### src/hw/rtl/sspq_pkg.sv
// Shared types and constants for the stable sorted priority queue.
`default_nettype none

package sspq_pkg;

  localparam int unsigned PRIO_BITS = 8;
  localparam int unsigned TAG_BITS  = 16;
  localparam int unsigned OCC_BITS  = 5;

  localparam logic KIND_INSERT = 1'b0;
  localparam logic KIND_REMOVE = 1'b1;

  typedef enum logic [1:0] {
    ST_OK    = 2'd0,
    ST_FULL  = 2'd1,
    ST_EMPTY = 2'd2
  } status_e;

  typedef struct packed {
    logic [PRIO_BITS-1:0] prio;
    logic [TAG_BITS-1:0]  tag;
  } entry_t;

  typedef struct packed {
    logic                 kind;
    logic [PRIO_BITS-1:0] priority_req;
    logic [TAG_BITS-1:0]  task_tag;
  } req_t;

  typedef struct packed {
    status_e              status;
    logic [PRIO_BITS-1:0] out_priority;
    logic [TAG_BITS-1:0]  out_tag;
    logic [OCC_BITS-1:0]  occupancy;
  } rsp_t;

  // Broadcast from the top level to every cell of the chain.
  typedef struct packed {
    logic   ins;
    logic   rem;
    entry_t new_entry;
  } cell_ctrl_t;

endpackage

`default_nettype wire

### src/hw/rtl/sspq_cell.sv
// One slot of the sorted chain: compare, hold, shift or take the new entry.
`default_nettype none

module sspq_cell
  import sspq_pkg::*;
(
  input  wire        clk_i,
  input  cell_ctrl_t ctrl_i,
  input  wire        occupied_i,
  input  wire        left_keep_i,
  input  entry_t     left_entry_i,
  input  entry_t     right_entry_i,
  output logic       keep_o,
  output entry_t     entry_o
);

  entry_t entry_q, entry_d;

  // An occupied slot whose priority is lower or equal stays in place, so
  // equal priorities keep their arrival order.
  assign keep_o = occupied_i && (entry_q.prio <= ctrl_i.new_entry.prio);

  always_comb begin
    entry_d = entry_q;
    if (ctrl_i.ins) begin
      if (!keep_o) begin
        if (left_keep_i) begin
          entry_d = ctrl_i.new_entry;
        end else begin
          entry_d = left_entry_i;
        end
      end
    end else if (ctrl_i.rem) begin
      entry_d = right_entry_i;
    end
  end

  always_ff @(posedge clk_i) begin
    entry_q <= entry_d;
  end

  assign entry_o = entry_q;

endmodule

`default_nettype wire

### src/hw/rtl/stable_sorted_priority_queue.sv
// Top level of the stable sorted priority queue built as a chain of cells.
// Latency: the result of a request is on rsp_o, with valid_o high, in the
// cycle after the request is taken, for that one cycle only.
// Throughput: one request per cycle; busy_o never rises, since every cell
// updates in a single compare-and-shift step.
// Reset clears the fill count and the result strobe; slot contents stay
// undefined until written and are never read beyond the fill count.
`default_nettype none

module stable_sorted_priority_queue
  import sspq_pkg::*;
#(
  parameter int unsigned DEPTH = 16
) (
  input  wire  clk_i,
  input  wire  rst_ni,
  input  wire  start_i,
  input  req_t req_i,
  output logic busy_o,
  output logic valid_o,
  output rsp_t rsp_o
);

  localparam int unsigned CW = $clog2(DEPTH + 1);

  logic [CW-1:0] count_q, count_d;
  logic          valid_q;
  rsp_t          rsp_q, rsp_d;

  cell_ctrl_t        ctrl;
  logic [DEPTH-1:0]  keep;
  logic [DEPTH-1:0]  occupied;
  entry_t            slot [DEPTH];

  logic accept;
  logic full;
  logic empty;

  // No request ever stalls, so the queue is always ready.
  assign busy_o = 1'b0;
  assign accept = start_i && !busy_o;
  assign full   = (count_q == CW'(DEPTH));
  assign empty  = (count_q == '0);

  // The broadcast that all cells see. A full insert and an empty remove
  // leave the chain untouched.
  always_comb begin
    ctrl.ins            = accept && (req_i.kind == KIND_INSERT) && !full;
    ctrl.rem            = accept && (req_i.kind == KIND_REMOVE) && !empty;
    ctrl.new_entry.prio = req_i.priority_req;
    ctrl.new_entry.tag  = req_i.task_tag;
  end

  for (genvar i = 0; i < DEPTH; i++) begin : g_cell
    entry_t left_entry;
    entry_t right_entry;
    logic   left_keep;

    assign occupied[i] = (CW'(i) < count_q);

    if (i == 0) begin : g_head
      // The head has nothing in front of it, so a new entry that beats it
      // lands here directly.
      assign left_keep  = 1'b1;
      assign left_entry = '0;
    end else begin : g_body
      assign left_keep  = keep[i-1];
      assign left_entry = slot[i-1];
    end

    if (i == DEPTH - 1) begin : g_tail
      assign right_entry = '0;
    end else begin : g_inner
      assign right_entry = slot[i+1];
    end

    sspq_cell u_cell (
      .clk_i         (clk_i),
      .ctrl_i        (ctrl),
      .occupied_i    (occupied[i]),
      .left_keep_i   (left_keep),
      .left_entry_i  (left_entry),
      .right_entry_i (right_entry),
      .keep_o        (keep[i]),
      .entry_o       (slot[i])
    );
  end

  // The result is formed from the state before the update: on a remove the
  // head slot still holds the entry that leaves.
  always_comb begin
    count_d           = count_q;
    rsp_d.status      = ST_OK;
    rsp_d.out_priority = '0;
    rsp_d.out_tag     = '0;
    if (req_i.kind == KIND_INSERT) begin
      if (full) begin
        rsp_d.status = ST_FULL;
      end else begin
        count_d = count_q + CW'(1);
      end
    end else begin
      if (empty) begin
        rsp_d.status = ST_EMPTY;
      end else begin
        count_d            = count_q - CW'(1);
        rsp_d.out_priority = slot[0].prio;
        rsp_d.out_tag      = slot[0].tag;
      end
    end
    rsp_d.occupancy = OCC_BITS'(count_d);
  end

  always_ff @(posedge clk_i or negedge rst_ni) begin
    if (!rst_ni) begin
      count_q <= '0;
      valid_q <= 1'b0;
    end else begin
      valid_q <= accept;
      if (accept) begin
        count_q <= count_d;
      end
    end
  end

  // Result payload needs no reset; the strobe qualifies it.
  always_ff @(posedge clk_i) begin
    if (accept) begin
      rsp_q <= rsp_d;
    end
  end

  assign valid_o = valid_q;
  assign rsp_o   = rsp_q;

endmodule

`default_nettype wire

### config.mk
export PLATFORM = sky130hd
export DESIGN_NAME = stable_sorted_priority_queue
export DESIGN_NICKNAME = d
export VERILOG_FILES = /design/src/hw/rtl/sspq_pkg.sv /design/src/hw/rtl/sspq_cell.sv /design/src/hw/rtl/stable_sorted_priority_queue.sv
export SDC_FILE = /design/constraint.sdc
export NUM_CORES = 1
export LEC_CHECK = 0
export BUFFER_PORTS_ARGS = -buffer_cell sky130_fd_sc_hd__buf_2
export CORE_ASPECT_RATIO = 1.25
export CORE_MARGIN = 2
export CORE_UTILIZATION = 30
export DETAILED_ROUTE_END_ITERATION = 8
export PLACE_DENSITY = 0.43
export SLEW_MARGIN = 10
export SYNTH_ARGS = -nofsm -noshare
export SYNTH_HDL_FRONTEND = slang
export SYNTH_SLANG_ARGS = --single-unit
### constraint.sdc
create_clock -name clk_i -period 4.15 [get_ports clk_i]
set_input_delay 0.415 -clock clk_i [delete_from_list [all_inputs] [get_ports clk_i]]
set_output_delay 0.415 -clock clk_i [all_outputs]
set_load 0.05 [all_outputs]
[Word level (Yosys, flattened, before mapping)]
Index checks and enable logic that the tools add are counted.
Storage, ports and cells
  bits in registers: 421
  bits in latches: 0
  bits in writable memories: 0
  bits in read-only memories: 0
  input port bits: 28
  output and inout bits: 33
  logic and storage cells: 200
  memories kept: 0
Cells by class
  $add $sub $neg: 2
  multiply operators: 0
  div/mod/pow operators: 0
  $lt $le $gt $ge: 32
  equal/unequal tests: 17
  shift operators: 0
  mux-type cells: 69
  bitwise gates (word level): 1
  reduce and logical (&&, ||, !) cells: 41
Operator list (count)
  $mux 24: 63
  $le 8x8->1: 16
  $lt 4x5->1 const A: 8
  $ne 2x2->1 const B: 16
  $reduce_and 2->1: 16
  $logic_and 1x1->1: 20
  $lt 3x5->1 const A: 4
  $mux 5: 3
  $lt 1x5->1 const A: 2
  $lt 2x5->1 const A: 2
  $add 5x1->5 const B: 1
  $eq 5x5->1 const B: 1
  $logic_not 5->1: 1
  $sub 5x1->5 const B: 1
  $mux 2: 2
  $logic_not 1->1: 2
  $reduce_bool 2->1: 1
  $reduce_or 2->1: 1
  $mux 1: 1
  $not 1->1: 1

[Longest topological paths before layout]
Gate-level depths: netlist of run 1.
  depth after elaboration: 5
  depth in mapped cells: 11
  mapped depth without buffers: 7

[Hierarchy]
From an unflattened synthesis of run 1, not the netlist that was laid out.
Second synthesis, totals
  cells, all modules: 2362
  area total of the unflattened synthesis: 25493.2 µm²
By module, submodules not included
  sspq_cell: times used 16, cells each 138, area each 1478.9 µm², sequential area each 720.7 µm²
  stable_sorted_priority_queue: times used 1, cells each 154, area each 1830.5 µm², sequential area each 1081.0 µm²

[Worst setup path before layout of run 1]
Ideal clock, no wire load.
  path type: input port to flip-flop
  from: in req_i[23] in the netlist's numbering
  to: reg g_cell[10].u_cell.entry_q, in the netlist g_cell[10].u_cell.entry_o[0] (enable)
  library setup time: 438 ps
  arrival: 4254 ps
  required time: 3712 ps
  path slack: -542 ps
  stages: 10
  buffers on the path: 3
  cells stage by stage: clkbuf_1 -> clkbuf_1 -> inv_1 -> ha_1 -> nand4_1 -> nor2_1 -> a211oi_2 -> clkbuf_1 -> nor3_1 -> o21ai_0
Between the ends
  longest elaborated chain between the ends: 4
RTL lines
  from (decl): RTL line stable_sorted_priority_queue.sv:18  | input req_t req_i,
  $le 8x8->1: RTL line sspq_cell.sv:21  | assign keep_o = occupied_i && (entry_q.prio <= ctrl_i.new_entry.prio);
  $logic_and 1x1->1: RTL line sspq_cell.sv:21
  $ne 2x2->1 (no line)
  $reduce_and 2->1 (no line)
  to (signal assigned): RTL line sspq_cell.sv:39  | entry_q <= entry_d;
  to (decl): RTL line sspq_cell.sv:17  | entry_t entry_q, entry_d;
No other way between the ends.
A chain may end at the register's enable or synchronous reset.

[Final worst setup path of run 1]
  from: reg count_q[0]
  to: reg g_cell[5].u_cell.entry_q, in the netlist g_cell[5].u_cell.entry_o[9] (enable)
Between the ends
  longest elaborated chain between the ends: 5
  elaborated cells on any way between the ends: 11
  classes of those cells: order compare (1); eq/ne (2); reduce/logical (8)
RTL lines
  from (decl): RTL line stable_sorted_priority_queue.sv:26  | logic [CW-1:0] count_q, count_d;
  from (signal assigned): RTL line stable_sorted_priority_queue.sv:121  | count_q <= count_d;
  parallel branches: the longest is 4 deep, another holds $lt 3x5->1
  $reduce_and 2->1 (no line) *
  to (signal assigned): RTL line sspq_cell.sv:39
  to (decl): RTL line sspq_cell.sv:17
Mark *: on every way between the ends.

==> reports/qor.csv, run 1 <==
stage,metric,value,unit
critical_path,start_kind,register,
layout,syn2layout_area_growth,11.1,%
critical_path,cpPeakStageDelay,0.71,ns
layout,fin_area,0.0300,mm2
die,dieArea,0.0923,mm2
sta,period_needed,3.77,ns
sta,slew_viol_final,0,
place,port_buffers,59,
layout,nFillCells,9119,
die,core-area,0.0888,mm2
global_route,grt_pass1_wl,169000,um
logic_synthesis,ys.flop_type,edfxtp_1,
place,postPlaceCellArea,0.0284,mm2
global_route,track_usage,24.7,%
place,gp_congestion,0.868,
logic_synthesis,ys_seq_area_share,46.8,%
power,pwr-share-comb,31.7,%
power,p_int,9.37,mW
power,power_density,510,mW/mm2
drt,drtPass1Iterations,6,
critical_path,crit_path_top_delay_cell,dfrtp_1,
drt,first_iter_violations,2793,
drt,wirelength,118000,um
layout,nNetsFinal,2842,
power,p_leak,10.8,nW
global_route,overflow,0,
critical_path,cp_max_fo,31,
die,row_count,122,
cts,numCtsBuffers,50,
sta,grt_setup_unrepaired,no,
power,swShare,38.7,%
sta,finalSetupTns,0,ns
sta,hold_viol,0,
critical_path,end_kind,register,
logic_synthesis,syn_area_per_cell,9.65,um2
place,dp_hpwl,80700,um
cts,root_buffer,clkbuf_16,
drt,wl_per_cell,30.2,um
global_route,antenna_found_initial,4,
power,p_clk_share,27.7,%
die,die_y,339,um
layout,seqCellArea,0.0126,mm2
cts,clock_latency,0.63,ns
cts,clk_pin_slew,0.06,ns
logic_synthesis,yosysWarningCount,0,
critical_path,crit_family,simple AND/OR/NAND/NOR gates,
critical_path,crit_buf_inv,3,
power,seqPwrFrac,40.5,%
logic_synthesis,synth_cells,2794,
layout,final_cell_mix,"edfxtp_1, nand4_1, nor2_1",
hold_path,min_path_type,input pin to asynchronous set/reset pin,
sta,timing.hold.ws,0.204,ns
layout,multi_input_area,0.0130,mm2
logic_synthesis,synth_cell_types,56,
drt,ant_nets,0,
job,maxCapViolCount,0,
die,io-pin-count,61,
cts,clkSinkCount,421,
power,power.total,15.3,mW
die,fp.dieW,272,um
critical_path,cp_data_required_time,4.46,ns
power,peakVddDrop,303,uV
power,p_sw,5.92,mW
drt,remaining_drc_errors,0,
place,pre_cts_ws,0.338,ns
sta,layout_setup_ws,0.375,ns
critical_path,worstPathCellList,inv_1 > ha_1 > and4bb_2 > nor2_2 > nand2_4 > buf_4 > o21ai_2 > buf_4,
cts,clock_path_buffers,3,
logic_synthesis,synth_edf_count,415,
critical_path,reg2reg_from,count_q[0]$_DFFE_PN0P_,
cts,cts_tree,done,
sta,worst_slew_pin_slew,1.06,ns
drt,vias_per_cell,6.30,
critical_path,crit_arrival,4.08,ns
sta,max_slew_margin,29.1,%
critical_path,reg2reg_to,g_cell[5].u_cell.entry_o[9]$_DFFE_PP_,
sta,setup_viol,0,
cts,h-tree-depth,2,
die,initial_core_util,30.4,%
sta,finalClockSkew,0.0233,ns
critical_path,r2r_slack,0.38,ns
logic_synthesis,synth_nets,2954,
critical_path,reg2reg_depth,8,
drt,vias,24586,
logic_synthesis,synth_area,0.0270,mm2
critical_path,worst_path_most_repeated_cell,buf_4,
layout,layout_commonest_cell,edfxtp_1,
layout,layout-drive-gt1-share,11.0,%
status,status,finished clean,
logic_synthesis,synth_seq_cells,421,
global_route,grt_max_degree,149,
sta,max_freq,265,MHz
logic_synthesis,async_flop_share,1.43,%
cts,post_cts_buffers,0,
global_route,grt_pass1_vias,24376,
critical_path,path_class,register to register,
sta,finalCritPeriodShare,91.0,%
==> sequential cells by signal (all words and copies together), names as in the netlist <==
name / flops
valid_o: 1
count_q: 5
g_cell.u_cell.entry_o: 384
rsp_o: 31
==> per-stage QoR <==
step                      std cells  utilization (%)
after global placement         3807             32.0
final                          3900             33.7
after floorplan                2794                -
after CTS                      3898             33.7
after detailed placement       3807             32.0
after global routing           3899             33.7
==> power by group through the flow <==
stage               Sequential (mW)  Combinational (mW)  Clock, mW
floorplan                      6.00                3.20          0
finish                         6.20                4.85       4.24
global route                   6.24                5.27       4.46
CTS                            6.20                4.79       4.31
global placement               6.29                4.68          0
detailed placement             6.29                4.77          0
==> worst max-delay path by stage <==
stage,start,end,slack [ns],cells past startpoint
floorplan,req_i[23],g_cell[10].u_cell.entry_o[0]$_DFFE_PP_,0.10,10
global placement,count_q[0]$_DFFE_PN0P_,g_cell[9].u_cell.entry_o[4]$_DFFE_PP_,0.31,6
detailed placement,count_q[0]$_DFFE_PN0P_,g_cell[12].u_cell.entry_o[9]$_DFFE_PP_,0.34,6
CTS,count_q[0]$_DFFE_PN0P_,g_cell[12].u_cell.entry_o[12]$_DFFE_PP_,0.30,6
global route,count_q[0]$_DFFE_PN0P_,g_cell[5].u_cell.entry_o[2]$_DFFE_PP_,0.19,8
finish,count_q[0]$_DFFE_PN0P_,g_cell[5].u_cell.entry_o[9]$_DFFE_PP_,0.38,8
==> cell type report <==
| class | instances | share of cell area (%) |
|---|---|---|
| timing repair buffer | 177 | 4.28 |
| multi-input combinational | 2002 | 43.4 |
| tap | 1178 | 4.92 |
| antenna | 2 | 0.0167 |
| clock inverter | 25 | 0.480 |
| sequential | 421 | 42.1 |
| inverter | 30 | 0.376 |
| clock buffer | 65 | 4.50 |
==> routing by layer <==
| layer | GRT usage (%) | part of all wire, % |
|---|---|---|
| met5 | 0 | 0.012 |
| met4 | 14.0 | 6.4 |
| met3 | 3.69 | 6.1 |
| met2 | 42.0 | 49 |
| met1 | 29.6 | 39 |
==> synth_stat cells, types with 24 or more instances <==
| cell type | count | area [um2] |
|---|---|---|
| a21oi_1 | 101 | 505 |
| a31oi_1 | 288 | 1800 |
| and3_1 | 74 | 463 |
| buf_2 | 112 | 561 |
| clkbuf_1 | 222 | 833 |
| edfxtp_1 | 415 | 12500 |
| ha_1 | 132 | 1650 |
| inv_1 | 30 | 113 |
| mux2i_1 | 24 | 240 |
| nand2_1 | 122 | 458 |
| nand3_1 | 53 | 265 |
| nand4_1 | 366 | 2290 |
| nor2_1 | 310 | 1160 |
| nor2b_1 | 32 | 200 |
| o2111ai_1 | 48 | 420 |
| o21ai_0 | 43 | 215 |
| o31ai_1 | 290 | 2180 |
==> logic make-up after synthesis <==
group,share of synthesized area [%]
other cells,0.0139
mux,0.988
xor+xnor,0.0649
simple gates,19.1
compound gates,21.3
fa+ha+maj,6.12
buf+inv,5.72
flops,46.8
==> timing repair <==
action                                  4_1_cts  5_1_grt
gates resized for setup                       0        0
endpoints found under the hold margin         6        0
hold buffers                                  1        0
endpoints found under the setup margin        0        0
No activity file was read; power rests on OpenSTA's default activity.
==> inputs of run 2 (changes only) <==
--- a/config.mk
+++ b/config.mk
@@ -5,7 +5,7 @@
 export SDC_FILE = /design/constraint.sdc
 export NUM_CORES = 1
 export LEC_CHECK = 0
-export BUFFER_PORTS_ARGS = -buffer_cell sky130_fd_sc_hd__buf_2
+export BUFFER_PORTS_ARGS = -buffer_cell sky130_fd_sc_hd__buf_4
 export CORE_ASPECT_RATIO = 1.25
 export CORE_MARGIN = 2
 export CORE_UTILIZATION = 30
==> run 2 against run 1 <==
  * Final area is 1.3% higher
  * Sequential power is 1% higher
  * Final cell count is 0.56% higher
  * Clock skew is 0.0030 ns higher
  * Via count is 1.4% higher
  * Routed wire length is 1.9% higher
  * First-iteration DRC count is 0.75% higher
  * Critical path depth is 2 lower
  * Maximum frequency is 19% higher
  * Combinational power hardly changed
  * Largest power group unchanged
==> reports/qor.csv, run 2 (synthesis gave the netlist of run 1 again) <==
stage,metric,value,unit
place,port_buffers,59,
global_route,overflow,0,
drt,wl_per_cell,30.6,um
layout,final_cell_mix,"edfxtp_1, nand4_1, nor2_1",
drt,vias,24918,
sta,hold_viol,0,
critical_path,path_class,register to register,
cts,numCtsBuffers,51,
cts,clock_path_buffers,3,
die,initial_core_util,30.4,%
drt,first_iter_violations,2814,
sta,max_slew_margin,22.5,%
cts,cts.repair.resized,0,
sta,period_needed,3.17,ns
layout,nNetsFinal,2865,
drt,drtPass1Iterations,6,
die,fp.dieW,272,um
cts,clk_pin_slew,0.06,ns
power,power_density,513,mW/mm2
critical_path,start_kind,register,
critical_path,end_kind,register,
die,io-pin-count,61,
cts,post_cts_buffers,0,
status,status,finished clean,
drt,wirelength,120000,um
layout,layout-drive-gt1-share,11.5,%
critical_path,crit_arrival,3.44,ns
die,core-area,0.0888,mm2
cts,postCtsHoldBufs,1,
cts,clock_latency,0.63,ns
drt,ant_nets,0,
sta,finalCritPeriodShare,76.4,%
cts,cts_tree,done,
global_route,antenna_found_initial,1,
sta,slew_viol_final,0,
global_route,use_met2,43.5,%
job,maxCapViolCount,0,
critical_path,cp_data_required_time,4.42,ns
sta,worst_slew_pin_slew,1.16,ns
layout,fin_util,34.2,%
sta,finalClockSkew,0.0264,ns
place,gp_congestion,0.906,
global_route,track_usage,25.1,%
cts,clkSinkCount,421,
cts,root_buffer,clkbuf_16,
sta,grt_setup_unrepaired,no,
layout,syn2layout_area_growth,12.6,%
sta,finalSetupTns,0,ns
global_route,grt_pass1_wl,171000,um
die,dieArea,0.0923,mm2
place,dp_hpwl,82000,um
drt,remaining_drc_errors,0,
place,placed_cells_incl_taps,3829,
hold_path,min_path_type,input pin to asynchronous set/reset pin,
power,peakVddDrop,308,uV
sta,max_freq,316,MHz
power,p_leak,11.0,nW
layout,final_cells,3922,
critical_path,cp_max_fo,25,
layout,layout_commonest_cell,edfxtp_1,
global_route,grt_max_degree,215,
global_route,top_usage_layer,met2,
die,row_count,122,
cts,h-tree-depth,2,
layout,largest_register_ffs,384,
global_route,grt_pass1_vias,24137,
sta,setup_viol,0,
layout,nFillCells,9215,
global_route,grtUsageMet1,30.2,%
global_route,grtUsageMet3,3.20,%
die,die_y,339,um
drt,vias_per_cell,6.35,
[run 2: final cells by class]
cell class	instances	area (um2)	share of cell area, %
sequential	421	12600	41.5
clock inverter	25	223	0.733
inverter	30	113	0.371
multi-input combinational	2002	13000	42.7
tap	1178	1470	4.85
clock buffer	66	1350	4.46
antenna	1	2.50	0.00824
timing repair buffer	199	1620	5.34
[run 2: where the power goes]
| group | internal [mW] | switching, mW |
|---|---|---|
| sequential | 5.56 | 0.729 |
| combinational | 1.58 | 3.26 |
| clock | 2.53 | 1.94 |
[run 2: final timing paths]
| check | startpoint | depth (start not counted) | to | slack [ns] |
|---|---|---|---|---|
| worst max-delay path | count_q[2]$_DFFE_PN0P_ | 6 | g_cell[9].u_cell.entry_o[9]$_DFFE_PP_ | 0.98 |
| worst min-delay path | rst_ni | 2 | valid_o$_DFF_PN0_ | 0.14 |
| worst max register to register | count_q[2]$_DFFE_PN0P_ | 6 | g_cell[9].u_cell.entry_o[9]$_DFFE_PP_ | 0.98 |
| worst min register to register | g_cell[1].u_cell.entry_o[8]$_DFFE_PP_ | 2 | g_cell[0].u_cell.entry_o[8]$_DFFE_PP_ | 0.57 |
| max in group asynchronous | rst_ni | 2 | count_q[4]$_DFFE_PN0P_ | 3.89 |
| min in group clk_i | start_i | 2 | valid_o$_DFF_PN0_ | 0.25 |
[run 2: stage by stage]
| step | power (mW) | setup slack (ns) | instance area (um2) | hold slack (ns) |
|---|---|---|---|---|
| after floorplan | 9.20 | 0.104 | 27000 | 0.119 |
| after global placement | 11.0 | 0.656 | 28800 | 0.233 |
| after detailed placement | 11.1 | 0.657 | 28800 | 0.236 |
| after CTS | 15.6 | 0.921 | 30400 | 0.122 |
| after global routing | 16.2 | 0.833 | 30400 | 0.149 |
| final | 15.6 | 0.980 | 30400 | 0.144 |
[run 2: layer usage]
metal	vias up	part of all wire (%)
li1	10990	-
met1	12467	39
met2	1181	50
met3	280	6.0
met4	0	5.7
met5	-	0
[run 2: worst max-delay path: stages, from the launching register on]
cell and delay, ns:
dfrtp_1 0.54, buf_4 0.27, o21ai_0 0.36, nor2b_2 0.99, nor3_1 0.12, o21ai_2 0.16, buf_4 0.34
